$ cat src/hdl/htlp_pkg.sv
// Shared types and constants for the linear probing hash table.
// Used by htlp_rem, htlp_mem and hash_table_linear_probe; depends on nothing.
package htlp_pkg;

	localparam int TABLE_DEPTH_DEF = 16;

	localparam int KEY_W  = 31;
	localparam int NAME_W = 8;
	localparam int SIZE_W = 5;
	localparam int SLOT_W = 4;

	// bit counts handed to the remainder unit
	localparam logic [SIZE_W-1:0] KEY_BITS = 5'd31;
	localparam logic [SIZE_W-1:0] IDX_BITS = 5'd5;

	localparam logic [SIZE_W-1:0] TABLE_SIZE_RST = 5'd16;
	localparam logic [SIZE_W-1:0] HASH_DIV_RST   = 5'd10;
	localparam logic              REPLACE_RST    = 1'b1;

	localparam logic CMD_INSERT = 1'b0;
	localparam logic CMD_SEARCH = 1'b1;

	localparam logic [1:0] STATUS_OK       = 2'd0;
	localparam logic [1:0] STATUS_FULL     = 2'd1;
	localparam logic [1:0] STATUS_KEY_ZERO = 2'd2;

	typedef enum logic [1:0] {
		CFG_TABLE_SIZE = 2'd0,
		CFG_HASH_DIV   = 2'd1,
		CFG_REPLACE    = 2'd2
	} cfg_idx_t;

	typedef struct packed {
		logic              cmd;
		logic [KEY_W-1:0]  key;
		logic [NAME_W-1:0] name_code;
	} req_t;

	typedef struct packed {
		logic [1:0]        status;
		logic              found;
		logic [SLOT_W-1:0] slot;
	} rsp_t;

	typedef struct packed {
		logic [KEY_W-1:0]  key;
		logic [NAME_W-1:0] name;
	} entry_t;

	typedef enum logic [3:0] {
		ST_CLR,
		ST_IDLE,
		ST_HASH1,
		ST_HASH2,
		ST_PROBE_RD,
		ST_PROBE_CHK,
		ST_REHASH1,
		ST_REHASH2,
		ST_WR_NEW,
		ST_WR_OLD
	} fsm_t;

endpackage

$ cat src/hdl/htlp_rem.sv
// Bit-serial remainder unit: one restoring step per cycle, MSB first.
// Depends on htlp_pkg for widths.
module htlp_rem (
	input  logic                           clk,
	input  logic                           arst_n,
	input  logic                           go,
	input  logic [htlp_pkg::KEY_W-1:0]     dividend,
	input  logic [htlp_pkg::SIZE_W-1:0]    nbits,
	input  logic [htlp_pkg::SIZE_W-1:0]    divisor,
	output logic                           done,
	output logic [htlp_pkg::SIZE_W-1:0]    rem
);
	import htlp_pkg::*;

	logic [KEY_W-1:0]  dvd_q;
	logic [SIZE_W-1:0] rem_q;
	logic [SIZE_W-1:0] dsr_q;
	logic [SIZE_W-1:0] cnt_q;
	logic              run_q;
	logic              done_q;

	logic [SIZE_W:0]   trial;
	logic [SIZE_W:0]   diff;
	logic              ge;

	// remainder stays below the divisor, so the trial value fits one extra bit
	always_comb begin
		trial = {rem_q, dvd_q[KEY_W-1]};
		diff  = trial - {1'b0, dsr_q};
		ge    = trial >= {1'b0, dsr_q};
	end

	always_ff @(posedge clk or negedge arst_n) begin
		if (!arst_n) begin
			run_q  <= 1'b0;
			done_q <= 1'b0;
			cnt_q  <= '0;
		end else begin
			done_q <= 1'b0;
			if (go) begin
				run_q <= 1'b1;
				cnt_q <= nbits;
			end else if (run_q) begin
				cnt_q <= cnt_q - 5'd1;
				if (cnt_q == 5'd1) begin
					run_q  <= 1'b0;
					done_q <= 1'b1;
				end
			end
		end
	end

	always_ff @(posedge clk) begin
		if (go) begin
			dvd_q <= dividend;
			dsr_q <= divisor;
			rem_q <= '0;
		end else if (run_q) begin
			dvd_q <= {dvd_q[KEY_W-2:0], 1'b0};
			rem_q <= ge ? diff[SIZE_W-1:0] : trial[SIZE_W-1:0];
		end
	end

	assign done = done_q;
	assign rem  = rem_q;

endmodule

$ cat src/hdl/htlp_mem.sv
// Slot store: one write port, one read port with registered read data.
// Depends on htlp_pkg for the entry type.
module htlp_mem #(
	parameter int DEPTH = htlp_pkg::TABLE_DEPTH_DEF
) (
	input  logic                       clk,
	input  logic                       we,
	input  logic [$clog2(DEPTH)-1:0]   waddr,
	input  htlp_pkg::entry_t           wdata,
	input  logic [$clog2(DEPTH)-1:0]   raddr,
	output htlp_pkg::entry_t           rdata
);
	import htlp_pkg::*;

	entry_t mem [DEPTH];
	entry_t rdata_q;

	always_ff @(posedge clk) begin
		if (we) begin
			mem[waddr] <= wdata;
		end
		rdata_q <= mem[raddr];
	end

	assign rdata = rdata_q;

endmodule

$ cat src/hdl/hash_table_linear_probe.sv
// Open-addressed hash table with linear probing and optional relocation.
// Top level; depends on htlp_pkg, htlp_rem and htlp_mem.
//
// Usage: present a transaction on req and raise start; it is taken on a rising
// edge where start is high and busy is low. cmd selects insert or search.
// Each transaction gives exactly one result on rsp, marked by done for one
// cycle; the receiver cannot stall it. Registers are written through cfg_we /
// cfg_idx / cfg_wdata, by the user only while busy is low; no check in the block.
// A zero key is answered straight from idle. Otherwise the shared bit-serial
// remainder unit forms the home slot, 31 steps for the key and 5 for the
// reduction to the table size; slots are then probed in turn, each through a
// read and a check state on the single read port. A search answers on a match
// or once every slot is probed, an insert once it writes a free slot, and a
// full table once every slot is probed. Relocating an occupant runs the
// remainder unit again and adds a second write. One transaction at a time;
// busy is low again while done is high, so the next can be taken as the result is shown.
// Reset: a clearing pass writes every slot empty, one a cycle; busy is high
// meanwhile. Registers return to 16, 10, 1.
module hash_table_linear_probe #(
	parameter int TABLE_DEPTH = htlp_pkg::TABLE_DEPTH_DEF
) (
	input  logic                          clk,
	input  logic                          arst_n,
	input  logic                          start,
	output logic                          busy,
	input  htlp_pkg::req_t                req,
	output logic                          done,
	output htlp_pkg::rsp_t                rsp,
	input  logic                          cfg_we,
	input  logic [1:0]                    cfg_idx,
	input  logic [htlp_pkg::SIZE_W-1:0]   cfg_wdata
);
	import htlp_pkg::*;

	localparam int IW   = $clog2(TABLE_DEPTH);
	localparam int NMAX = (TABLE_DEPTH < 31) ? TABLE_DEPTH : 31;
	localparam logic [SIZE_W-1:0] NMAX_V   = SIZE_W'(NMAX);
	localparam logic [IW-1:0]     CLR_LAST = IW'(TABLE_DEPTH - 1);

	fsm_t state_q, state_d;

	logic [SIZE_W-1:0] table_size_q;
	logic [SIZE_W-1:0] hash_div_q;
	logic              replace_q;

	logic [SIZE_W-1:0] n_act;
	logic [SIZE_W-1:0] div_act;

	logic              cmd_q;
	logic [KEY_W-1:0]  key_q;
	logic [NAME_W-1:0] name_q;
	logic [SIZE_W-1:0] h_q;
	logic [SIZE_W-1:0] idx_q;
	logic [SIZE_W-1:0] cnt_q;
	logic [SIZE_W-1:0] f_q;
	logic [SIZE_W-1:0] tgt_q;
	logic              ev_q;
	entry_t            home_q;
	logic [IW-1:0]     clr_q;

	logic [SIZE_W-1:0] idx_inc;
	logic [SIZE_W-1:0] idx_nxt;
	logic              probe_last;

	logic              mem_we;
	logic [IW-1:0]     mem_waddr;
	entry_t            mem_wdata;
	entry_t            mem_rdata;

	logic              rem_go;
	logic [KEY_W-1:0]  rem_dvd;
	logic [SIZE_W-1:0] rem_nbits;
	logic [SIZE_W-1:0] rem_div;
	logic              rem_done;
	logic [SIZE_W-1:0] rem_val;

	logic              fin;
	rsp_t              rsp_d;
	logic              done_q;
	rsp_t              rsp_q;

	htlp_rem u_rem (
		.clk      (clk),
		.arst_n   (arst_n),
		.go       (rem_go),
		.dividend (rem_dvd),
		.nbits    (rem_nbits),
		.divisor  (rem_div),
		.done     (rem_done),
		.rem      (rem_val)
	);

	htlp_mem #(
		.DEPTH (TABLE_DEPTH)
	) u_mem (
		.clk   (clk),
		.we    (mem_we),
		.waddr (mem_waddr),
		.wdata (mem_wdata),
		.raddr (IW'(idx_q)),
		.rdata (mem_rdata)
	);

	// effective size and divisor: zero acts as one, size clamps to the store
	always_comb begin
		if (table_size_q == '0) begin
			n_act = 5'd1;
		end else if (table_size_q > NMAX_V) begin
			n_act = NMAX_V;
		end else begin
			n_act = table_size_q;
		end
		div_act    = (hash_div_q == '0) ? 5'd1 : hash_div_q;
		idx_inc    = idx_q + 5'd1;
		idx_nxt    = (idx_inc == n_act) ? '0 : idx_inc;
		probe_last = cnt_q == (n_act - 5'd1);
	end

	always_ff @(posedge clk or negedge arst_n) begin
		if (!arst_n) begin
			table_size_q <= TABLE_SIZE_RST;
			hash_div_q   <= HASH_DIV_RST;
			replace_q    <= REPLACE_RST;
		end else if (cfg_we) begin
			case (cfg_idx)
				CFG_TABLE_SIZE: table_size_q <= cfg_wdata;
				CFG_HASH_DIV:   hash_div_q   <= cfg_wdata;
				CFG_REPLACE:    replace_q    <= cfg_wdata[0];
				default: ;
			endcase
		end
	end

	always_ff @(posedge clk or negedge arst_n) begin
		if (!arst_n) begin
			state_q <= ST_CLR;
			clr_q   <= '0;
			done_q  <= 1'b0;
		end else begin
			state_q <= state_d;
			done_q  <= fin;
			if (state_q == ST_CLR) begin
				clr_q <= clr_q + 1'b1;
			end
		end
	end

	always_comb begin
		state_d   = state_q;
		mem_we    = 1'b0;
		mem_waddr = '0;
		mem_wdata = '0;
		rem_go    = 1'b0;
		rem_dvd   = '0;
		rem_nbits = KEY_BITS;
		rem_div   = div_act;
		fin       = 1'b0;
		rsp_d     = '0;
		case (state_q)
			ST_CLR: begin
				mem_we    = 1'b1;
				mem_waddr = clr_q;
				if (clr_q == CLR_LAST) begin
					state_d = ST_IDLE;
				end
			end
			ST_IDLE: begin
				if (start) begin
					if (req.key == '0) begin
						fin          = 1'b1;
						rsp_d.status = STATUS_KEY_ZERO;
					end else begin
						rem_go  = 1'b1;
						rem_dvd = req.key;
						state_d = ST_HASH1;
					end
				end
			end
			ST_HASH1, ST_REHASH1: begin
				// second pass: reduce key mod divisor by the table size
				rem_div = n_act;
				if (rem_done) begin
					rem_go    = 1'b1;
					rem_dvd   = {rem_val, {(KEY_W - SIZE_W){1'b0}}};
					rem_nbits = IDX_BITS;
					state_d   = (state_q == ST_HASH1) ? ST_HASH2 : ST_REHASH2;
				end
			end
			ST_HASH2: begin
				if (rem_done) begin
					state_d = ST_PROBE_RD;
				end
			end
			ST_PROBE_RD: begin
				state_d = ST_PROBE_CHK;
			end
			ST_PROBE_CHK: begin
				if (cmd_q == CMD_SEARCH) begin
					if (mem_rdata.key == key_q) begin
						fin         = 1'b1;
						rsp_d.found = 1'b1;
						rsp_d.slot  = SLOT_W'(idx_q);
						state_d     = ST_IDLE;
					end else if (probe_last) begin
						fin     = 1'b1;
						state_d = ST_IDLE;
					end else begin
						state_d = ST_PROBE_RD;
					end
				end else begin
					if (mem_rdata.key == '0) begin
						if (cnt_q == '0 || !replace_q) begin
							state_d = ST_WR_NEW;
						end else begin
							// home occupied: check whether its occupant is at home
							rem_go  = 1'b1;
							rem_dvd = home_q.key;
							state_d = ST_REHASH1;
						end
					end else if (probe_last) begin
						fin          = 1'b1;
						rsp_d.status = STATUS_FULL;
						state_d      = ST_IDLE;
					end else begin
						state_d = ST_PROBE_RD;
					end
				end
			end
			ST_REHASH2: begin
				if (rem_done) begin
					state_d = ST_WR_NEW;
				end
			end
			ST_WR_NEW: begin
				mem_we         = 1'b1;
				mem_waddr      = IW'(tgt_q);
				mem_wdata.key  = key_q;
				mem_wdata.name = name_q;
				if (ev_q) begin
					state_d = ST_WR_OLD;
				end else begin
					fin        = 1'b1;
					rsp_d.slot = SLOT_W'(tgt_q);
					state_d    = ST_IDLE;
				end
			end
			ST_WR_OLD: begin
				// evicted occupant goes to the first free slot past home
				mem_we     = 1'b1;
				mem_waddr  = IW'(f_q);
				mem_wdata  = home_q;
				fin        = 1'b1;
				rsp_d.slot = SLOT_W'(h_q);
				state_d    = ST_IDLE;
			end
			default: begin
				state_d = ST_IDLE;
			end
		endcase
	end

	always_ff @(posedge clk) begin
		if (fin) begin
			rsp_q <= rsp_d;
		end
		case (state_q)
			ST_IDLE: begin
				if (start) begin
					cmd_q  <= req.cmd;
					key_q  <= req.key;
					name_q <= req.name_code;
				end
			end
			ST_HASH2: begin
				if (rem_done) begin
					h_q   <= rem_val;
					idx_q <= rem_val;
					cnt_q <= '0;
				end
			end
			ST_PROBE_CHK: begin
				if (cnt_q == '0) begin
					home_q <= mem_rdata;
				end
				if (cmd_q == CMD_INSERT && mem_rdata.key == '0) begin
					f_q   <= idx_q;
					tgt_q <= idx_q;
					ev_q  <= 1'b0;
				end else begin
					idx_q <= idx_nxt;
					cnt_q <= cnt_q + 5'd1;
				end
			end
			ST_REHASH2: begin
				if (rem_done && rem_val != h_q) begin
					tgt_q <= h_q;
					ev_q  <= 1'b1;
				end
			end
			default: ;
		endcase
	end

	assign busy = state_q != ST_IDLE;
	assign done = done_q;
	assign rsp  = rsp_q;

endmodule
$ cat config.mk
export PLATFORM = sky130hd
export DESIGN_NAME = hash_table_linear_probe
export DESIGN_NICKNAME = d
export VERILOG_FILES = /design/src/hdl/htlp_pkg.sv /design/src/hdl/htlp_rem.sv /design/src/hdl/htlp_mem.sv /design/src/hdl/hash_table_linear_probe.sv
export SDC_FILE = /design/constraint.sdc
export NUM_CORES = 1
export LEC_CHECK = 0
export BUFFER_PORTS_ARGS = -buffer_cell sky130_fd_sc_hd__buf_2
export CAP_MARGIN = 20
export CORE_UTILIZATION = 50
export CTS_CLUSTER_SIZE = 24
export DETAILED_ROUTE_END_ITERATION = 10
export MAX_ROUTING_LAYER = met4
export PLACE_DENSITY = 0.68
export SLEW_MARGIN = 10
export SYNTH_ARGS = -nofsm -noshare
export SYNTH_HDL_FRONTEND = slang
export SYNTH_HIERARCHICAL = 1
export SYNTH_SLANG_ARGS = --single-unit
$ cat constraint.sdc
create_clock -name clk -period 12.8 [get_ports clk]
set_input_delay 0.64 -clock clk [delete_from_list [all_inputs] [get_ports clk]]
set_output_delay 0.64 -clock clk [all_outputs]
set_load 0.1 [all_outputs]
==> flow_metrics.py, run 1 <==
metrics = {
    "outcome": {
        "status": "completed",
    },
    "critical_path": {
        "ff2ff_path_depth": 9,
        "rrSetupSlack_ns": 8.11,
        "path_cells": "buf_4, nand2b_4, nor3b_4, and4_1, nor2b_4, or3_4, nor2_1, inv_1, buf_4",
        "cpPeakStageDelay_ns": 0.87,
        "cp.required_ns": 13.04,
        "crit_fanout": 50,
        "crit_top_cell": "buf_4",
        "crit_type": "reg2reg",
        "r2r_end": "u_rem/dvd_q[0]$_SDFFCE_PN0P_",
        "r2r-start": "state_q[0]$_DFFE_PN0P_",
        "crit_slowest_cell": "nor2b_4",
        "cp-end-kind": "register",
        "critPathArrivalTime_ns": 4.92,
        "start_kind": "register",
    },
    "sta": {
        "whs_ns": 0.0779,
        "finalSetupTns_ns": 0,
        "max_slew_margin_pct": 27.3,
        "fmax_ghz": 0.213,
        "rsz0062_at_grt": "no",
        "final_max_slew_viol_count": 0,
        "worst_pin_slew_ns": 1.09,
        "finalWorstPathRequiredPeriod_ns": 4.69,
        "fin_crit_sh_pct": 36.6,
        "worst_slack_ns": 8.11,
        "hold_violations": 0,
        "fin_skew_ns": 0.0244,
        "setup_viol": 0,
    },
    "cts": {
        "postCtsResizedCells": 0,
        "clock_path_buffers": 3,
        "clkTransAtPathRegs_ns": 0.06,
        "cts_num_sinks": 689,
        "h-tree-depth": 3,
        "cts_setup_buffers": 0,
        "tritoncts": "done",
        "cts_root_buf": "clkbuf_16",
        "clkLatencyLatePin_ns": 0.61,
        "cts.hold.buffers_added": 0,
        "cts_made_buffers": 72,
    },
    "pwr": {
        "p_clk_share_pct": 33.2,
        "seq_power_share_pct": 48.3,
        "p_switching_mw": 1.63,
        "switching_share_pct": 27.5,
        "p_comb_share_pct": 18.5,
        "report.power.total_mw": 5.94,
        "p_leak_nw": 10.7,
        "p_int_mw": 4.31,
        "cellPowerDensity_nw_per_um2": 192,
        "irDropWorstVdd_mv": 0.128,
    },
    "global_routing": {
        "track_usage_pct": 22.9,
        "grt_max_degree": 129,
        "grt_pass1_vias": 14200,
        "grt_pass1_wl_um": 91000,
        "grt_overflow": 0,
        "antenna_found_initial": 3,
    },
    "synth": {
        "avgSynthCellArea_sq_um": 18.6,
        "synth_warnings": 6,
        "syn_inst": 1480,
        "syn_area_sq_um": 27600,
    },
    "floorplan": {
        "ios": 60,
        "chipWidth_um": 237,
        "die_h_um": 237,
        "initial_core_util_pct": 51.0,
        "rows": 85,
        "die_area_sq_um": 56100,
        "core_area_sq_um": 54100,
    },
    "place": {
        "dp_cells": 2174,
        "gp_congestion": 0.849,
        "io_buffer_count": 51,
        "hpwl_um": 35100,
        "dpl_cell_area_sq_um": 28600,
        "dp_slack_ns": 8.14,
    },
    "finish": {
        "final_area_sq_um": 30900,
        "instances_no_fill": 2311,
        "ff_latch_area_sq_um": 20200,
        "area_delta_synth_final_pct": 12.0,
        "fillCellCount": 4018,
        "final_cell_mix": "edfxtp_1, mux4_2, clkbuf_16",
        "nets": 1616,
        "multi_input_area_sq_um": 6950,
        "post-route-util_pct": 57.1,
        "drive_gt1_share_pct": 24.6,
        "final_common_cell": "edfxtp_1",
    },
    "detailed_routing": {
        "drc": 0,
        "drt_iter0_markers": 1547,
        "drt-total-wl_um": 61200,
        "first_pass_iters": 6,
        "vias": 14200,
        "wl_per_cell_um": 26.5,
        "ant_nets": 0,
        "post_drt_via_cell_ratio": 6.15,
    },
    "job": {
        "cap_viol_max_count": 0,
    },
    "min_path": {
        "hold_path.class": "in2async",
    },
}
[per-layer routing]
metal,part of all wire [%],GRT usage (%)
met2,47,33.9
met5,0,-
met4,2.1,5.84
met3,8.3,4.28
met1,43,33.2
[cell type report]
class | instances | area share (%)
Antenna cell | 4 | 0.0324
Sequential cell | 689 | 65.4
Timing Repair Buffer | 82 | 1.66
Clock buffer | 99 | 6.42
Inverter | 26 | 0.316
Clock inverter | 34 | 0.838
Multi-Input combinational cell | 681 | 22.5
Tap cell | 696 | 2.82
[power by group through the flow]
stage,Combinational [mW],Clock [mW],Sequential [mW]
after floorplan,0.844,0,2.85
after global placement,1.08,0,2.91
after detailed placement,1.10,0,2.91
after CTS,1.10,2.01,2.87
after global routing,1.18,2.09,2.89
final,1.10,1.97,2.87
[how the worst max path moves through the flow]
| stage | from | end | slack [ns] | depth (start not counted) |
|---|---|---|---|---|
| floorplan | state_q[3]$_DFFE_PN0P_ | u_mem/mem[0][10]$_DFFE_PP_ | 8.46 | 8 |
| global placement | state_q[0]$_DFFE_PN0P_ | u_rem/dvd_q[11]$_DFFE_PP_ | 8.26 | 9 |
| detailed placement | state_q[0]$_DFFE_PN0P_ | u_rem/dvd_q[12]$_DFFE_PP_ | 8.14 | 9 |
| CTS | state_q[0]$_DFFE_PN0P_ | u_rem/dvd_q[22]$_DFFE_PP_ | 8.14 | 9 |
| global route | state_q[0]$_DFFE_PN0P_ | u_rem/dvd_q[0]$_SDFFCE_PN0P_ | 7.89 | 9 |
| finish | state_q[0]$_DFFE_PN0P_ | u_rem/dvd_q[0]$_SDFFCE_PN0P_ | 8.11 | 9 |
[state kept, by name (all words and copies together), names as in the netlist, 7 cells and up]
name and count:
key_q 31, u_mem/mem 496, rsp 7, u_rem/dvd_q 31, u_mem/rdata 31, home_q 31
[worst max-delay path: cells and delay by family (launching register included)]
| kind | cells | cell delay (ns) |
|---|---|---|
| simple gates | 6 | 2.76 |
| buf+inv | 3 | 1.16 |
| flops | 1 | 0.33 |
Power figures use the tool's default switching activity.
==> inputs of run 2 (changes only) <==
ABC_AREA = 1   (was default)
clock period = 4.45 ns   (was 12.8 ns; I/O delays follow)
==> run 2 against run 1 <==
Register-to-register slack worse by 6.9 ns. Critical path type is now in2reg. Total power increased to 3.0 times the previous value. Clock skew is 0.0045 ns higher. Largest cell class unchanged. Count of clock-buffer cells in the layout down 2. Via count rose by 48%. Clock power increased to 3.0 times the previous value. Critical endpoint is now u_rem/rem[1]$_SDFFE_PP0P_. Synthesized cell count is 100% higher. Hold slack better by 0.058 ns. Die area is 11% higher. Sequential share of layout area decreased by 6.6 points. First-iteration DRC count is 43% higher. Global-route usage rose by 2.4 points.
==> flow_metrics.py, run 2 <==
metrics = {
    "critical_path": {
        "critPathArrivalTime_ns": 3.87,
        "crit_top_cell": "inv_1",
        "r2r-start": "state_q[3]$_DFFE_PN0P_",
        "r2r_end": "u_mem/mem[2][34]$_DFFE_PP_",
        "rrSetupSlack_ns": 1.26,
        "cp.required_ns": 4.98,
        "cp-end-kind": "register",
        "crit_slowest_cell": "inv_2",
        "cpPeakStageDelay_ns": 0.59,
        "crit_fanout": 31,
        "ff2ff_path_depth": 8,
        "path_cells": "dlygate4sd3_1, buf_2, inv_1, nand4_1, nor2_1, nand3_1, nor2_1, inv_1, nand3_4, nand3_2, inv_2, nand2_1, inv_1, nand2_1, o21ai_1",
        "start_kind": "input pin",
        "crit_type": "in2reg",
    },
    "sta": {
        "hold_violations": 0,
        "rsz0062_at_grt": "no",
        "finalSetupTns_ns": 0,
        "max_slew_margin_pct": 26.9,
        "finalWorstPathRequiredPeriod_ns": 3.34,
        "setup_viol": 0,
        "fin_skew_ns": 0.0289,
        "worst_pin_slew_ns": 1.10,
        "fin_crit_sh_pct": 75.1,
        "final_max_slew_viol_count": 0,
        "fmax_ghz": 0.299,
    },
    "detailed_routing": {
        "drc": 0,
        "post_drt_via_cell_ratio": 5.39,
        "drt_iter0_markers": 2209,
        "vias": 21100,
        "ant_nets": 0,
        "first_pass_iters": 6,
        "wl_per_cell_um": 19.4,
        "drt-total-wl_um": 75900,
    },
    "synth": {
        "synth_warnings": 6,
        "avgSynthCellArea_sq_um": 10.2,
        "syn_inst": 2986,
        "syn_area_sq_um": 30600,
    },
    "cts": {
        "cts_root_buf": "clkbuf_16",
        "clkLatencyLatePin_ns": 0.61,
        "clock_path_buffers": 3,
        "cts_num_sinks": 689,
        "h-tree-depth": 3,
        "tritoncts": "done",
        "clkTransAtPathRegs_ns": 0.06,
        "cts_made_buffers": 71,
    },
    "global_routing": {
        "antenna_found_initial": 4,
        "grt_overflow": 0,
        "track_usage_pct": 25.3,
        "grt_pass1_vias": 20400,
        "grt_pass1_wl_um": 117000,
        "grt_max_degree": 172,
    },
    "finish": {
        "final_cell_mix": "nand2_1, edfxtp_1, inv_1",
        "largest_register_ffs": 496,
        "nets": 3134,
        "area_delta_synth_final_pct": 12.3,
        "fillCellCount": 4885,
        "ff_latch_area_sq_um": 20200,
        "antenna_cells": 0,
        "multi_input_area_sq_um": 7810,
        "final_common_cell": "nand2_1",
        "drive_gt1_share_pct": 9.96,
        "top_register": "u_mem/mem",
    },
    "floorplan": {
        "rows": 90,
        "ios": 60,
        "core_area_sq_um": 60400,
        "die_area_sq_um": 62200,
        "initial_core_util_pct": 50.7,
        "chipWidth_um": 249,
        "die_h_um": 249,
    },
    "min_path": {
        "min-delay-start": "cfg_we",
        "hold_depth": 3,
        "hold_path_end": "hash_div_q[1]$_DFFE_PN1P_",
        "hold_path.class": "in2reg",
    },
    "pwr": {
        "p_leak_nw": 14.7,
        "report.power.total_mw": 18.0,
        "cellPowerDensity_nw_per_um2": 524,
        "irDropWorstVdd_mv": 0.385,
    },
    "place": {
        "gp_congestion": 0.897,
        "io_buffer_count": 51,
        "hpwl_um": 42800,
    },
    "job": {
        "cap_viol_max_count": 0,
    },
    "outcome": {
        "status": "completed",
    },
}
==> run 2: power breakdown <==
part	switching [mW]	internal (mW)
sequential	0.444	7.86
combinational	2.66	1.17
clock	2.43	3.44
==> run 2: critical path: cells and delay by family <==
family	cells	cell delay (ns)
AO/OA/AOI/OAI	1	0.10
buffers and inverters	6	1.68
AND/OR/NAND/NOR	8	1.83
==> run 2: repair_timing <==
action / 4_1_cts / 5_1_grt
hold endpoints to repair: 67 / 0
setup buffers: 0 / 0
hold buffers: 39 / 0
resized for setup: 0 / 0
==> run 2: metrics by stage <==
stage               area, sq um  instances  utilization, %  hold WS, ns  setup slack (ns)
floorplan                 30600       2987               -      -0.0731             0.820
global placement          31700       3740            52.5        0.281              1.11
detailed placement        31700       3740            52.5        0.292              1.07
CTS                       34400       3906            56.9        0.101              1.13
global route              34400       3906            56.9        0.191             0.766
finish                    34400       3906            56.9        0.135              1.11
==> run 2: worst max path at each step <==
stage	startpoint	endpoint	slack (ns)	cells after the start
after CTS	req[32]	u_rem/rem[1]$_SDFFE_PP0P_	1.13	13
after detailed placement	req[31]	u_rem/rem[1]$_SDFFE_PP0P_	1.07	14
after floorplan	state_q[0]$_DFFE_PN0P_	rsp[0]$_DFFE_PP_	0.82	8
final	req[31]	u_rem/rem[1]$_SDFFE_PP0P_	1.11	15
after global placement	req[31]	u_rem/rem[1]$_SDFFE_PP0P_	1.11	14
after global routing	req[33]	u_rem/rem[0]$_SDFFE_PP0P_	0.77	13
==> run 2: layout make-up <==
cell class | instances | area share [%]
flip-flops and latches | 689 | 58.8
clock inverters | 30 | 0.830
inverters | 499 | 5.49
multi-input cells | 1648 | 22.7
well taps | 782 | 2.85
repair buffers | 161 | 3.54
clock buffers | 97 | 5.81
==> run 2: per-layer routing <==
| layer | vias up | GRT usage (%) | part of all wire, % |
|---|---|---|---|
| li1 | 9857 | - | - |
| met1 | 10100 | 33.0 | 41 |
| met2 | 943 | 40.8 | 48 |
| met3 | 156 | 3.10 | 8.2 |
| met4 | 0 | 9.47 | 2.9 |
| met5 | - | - | 0 |
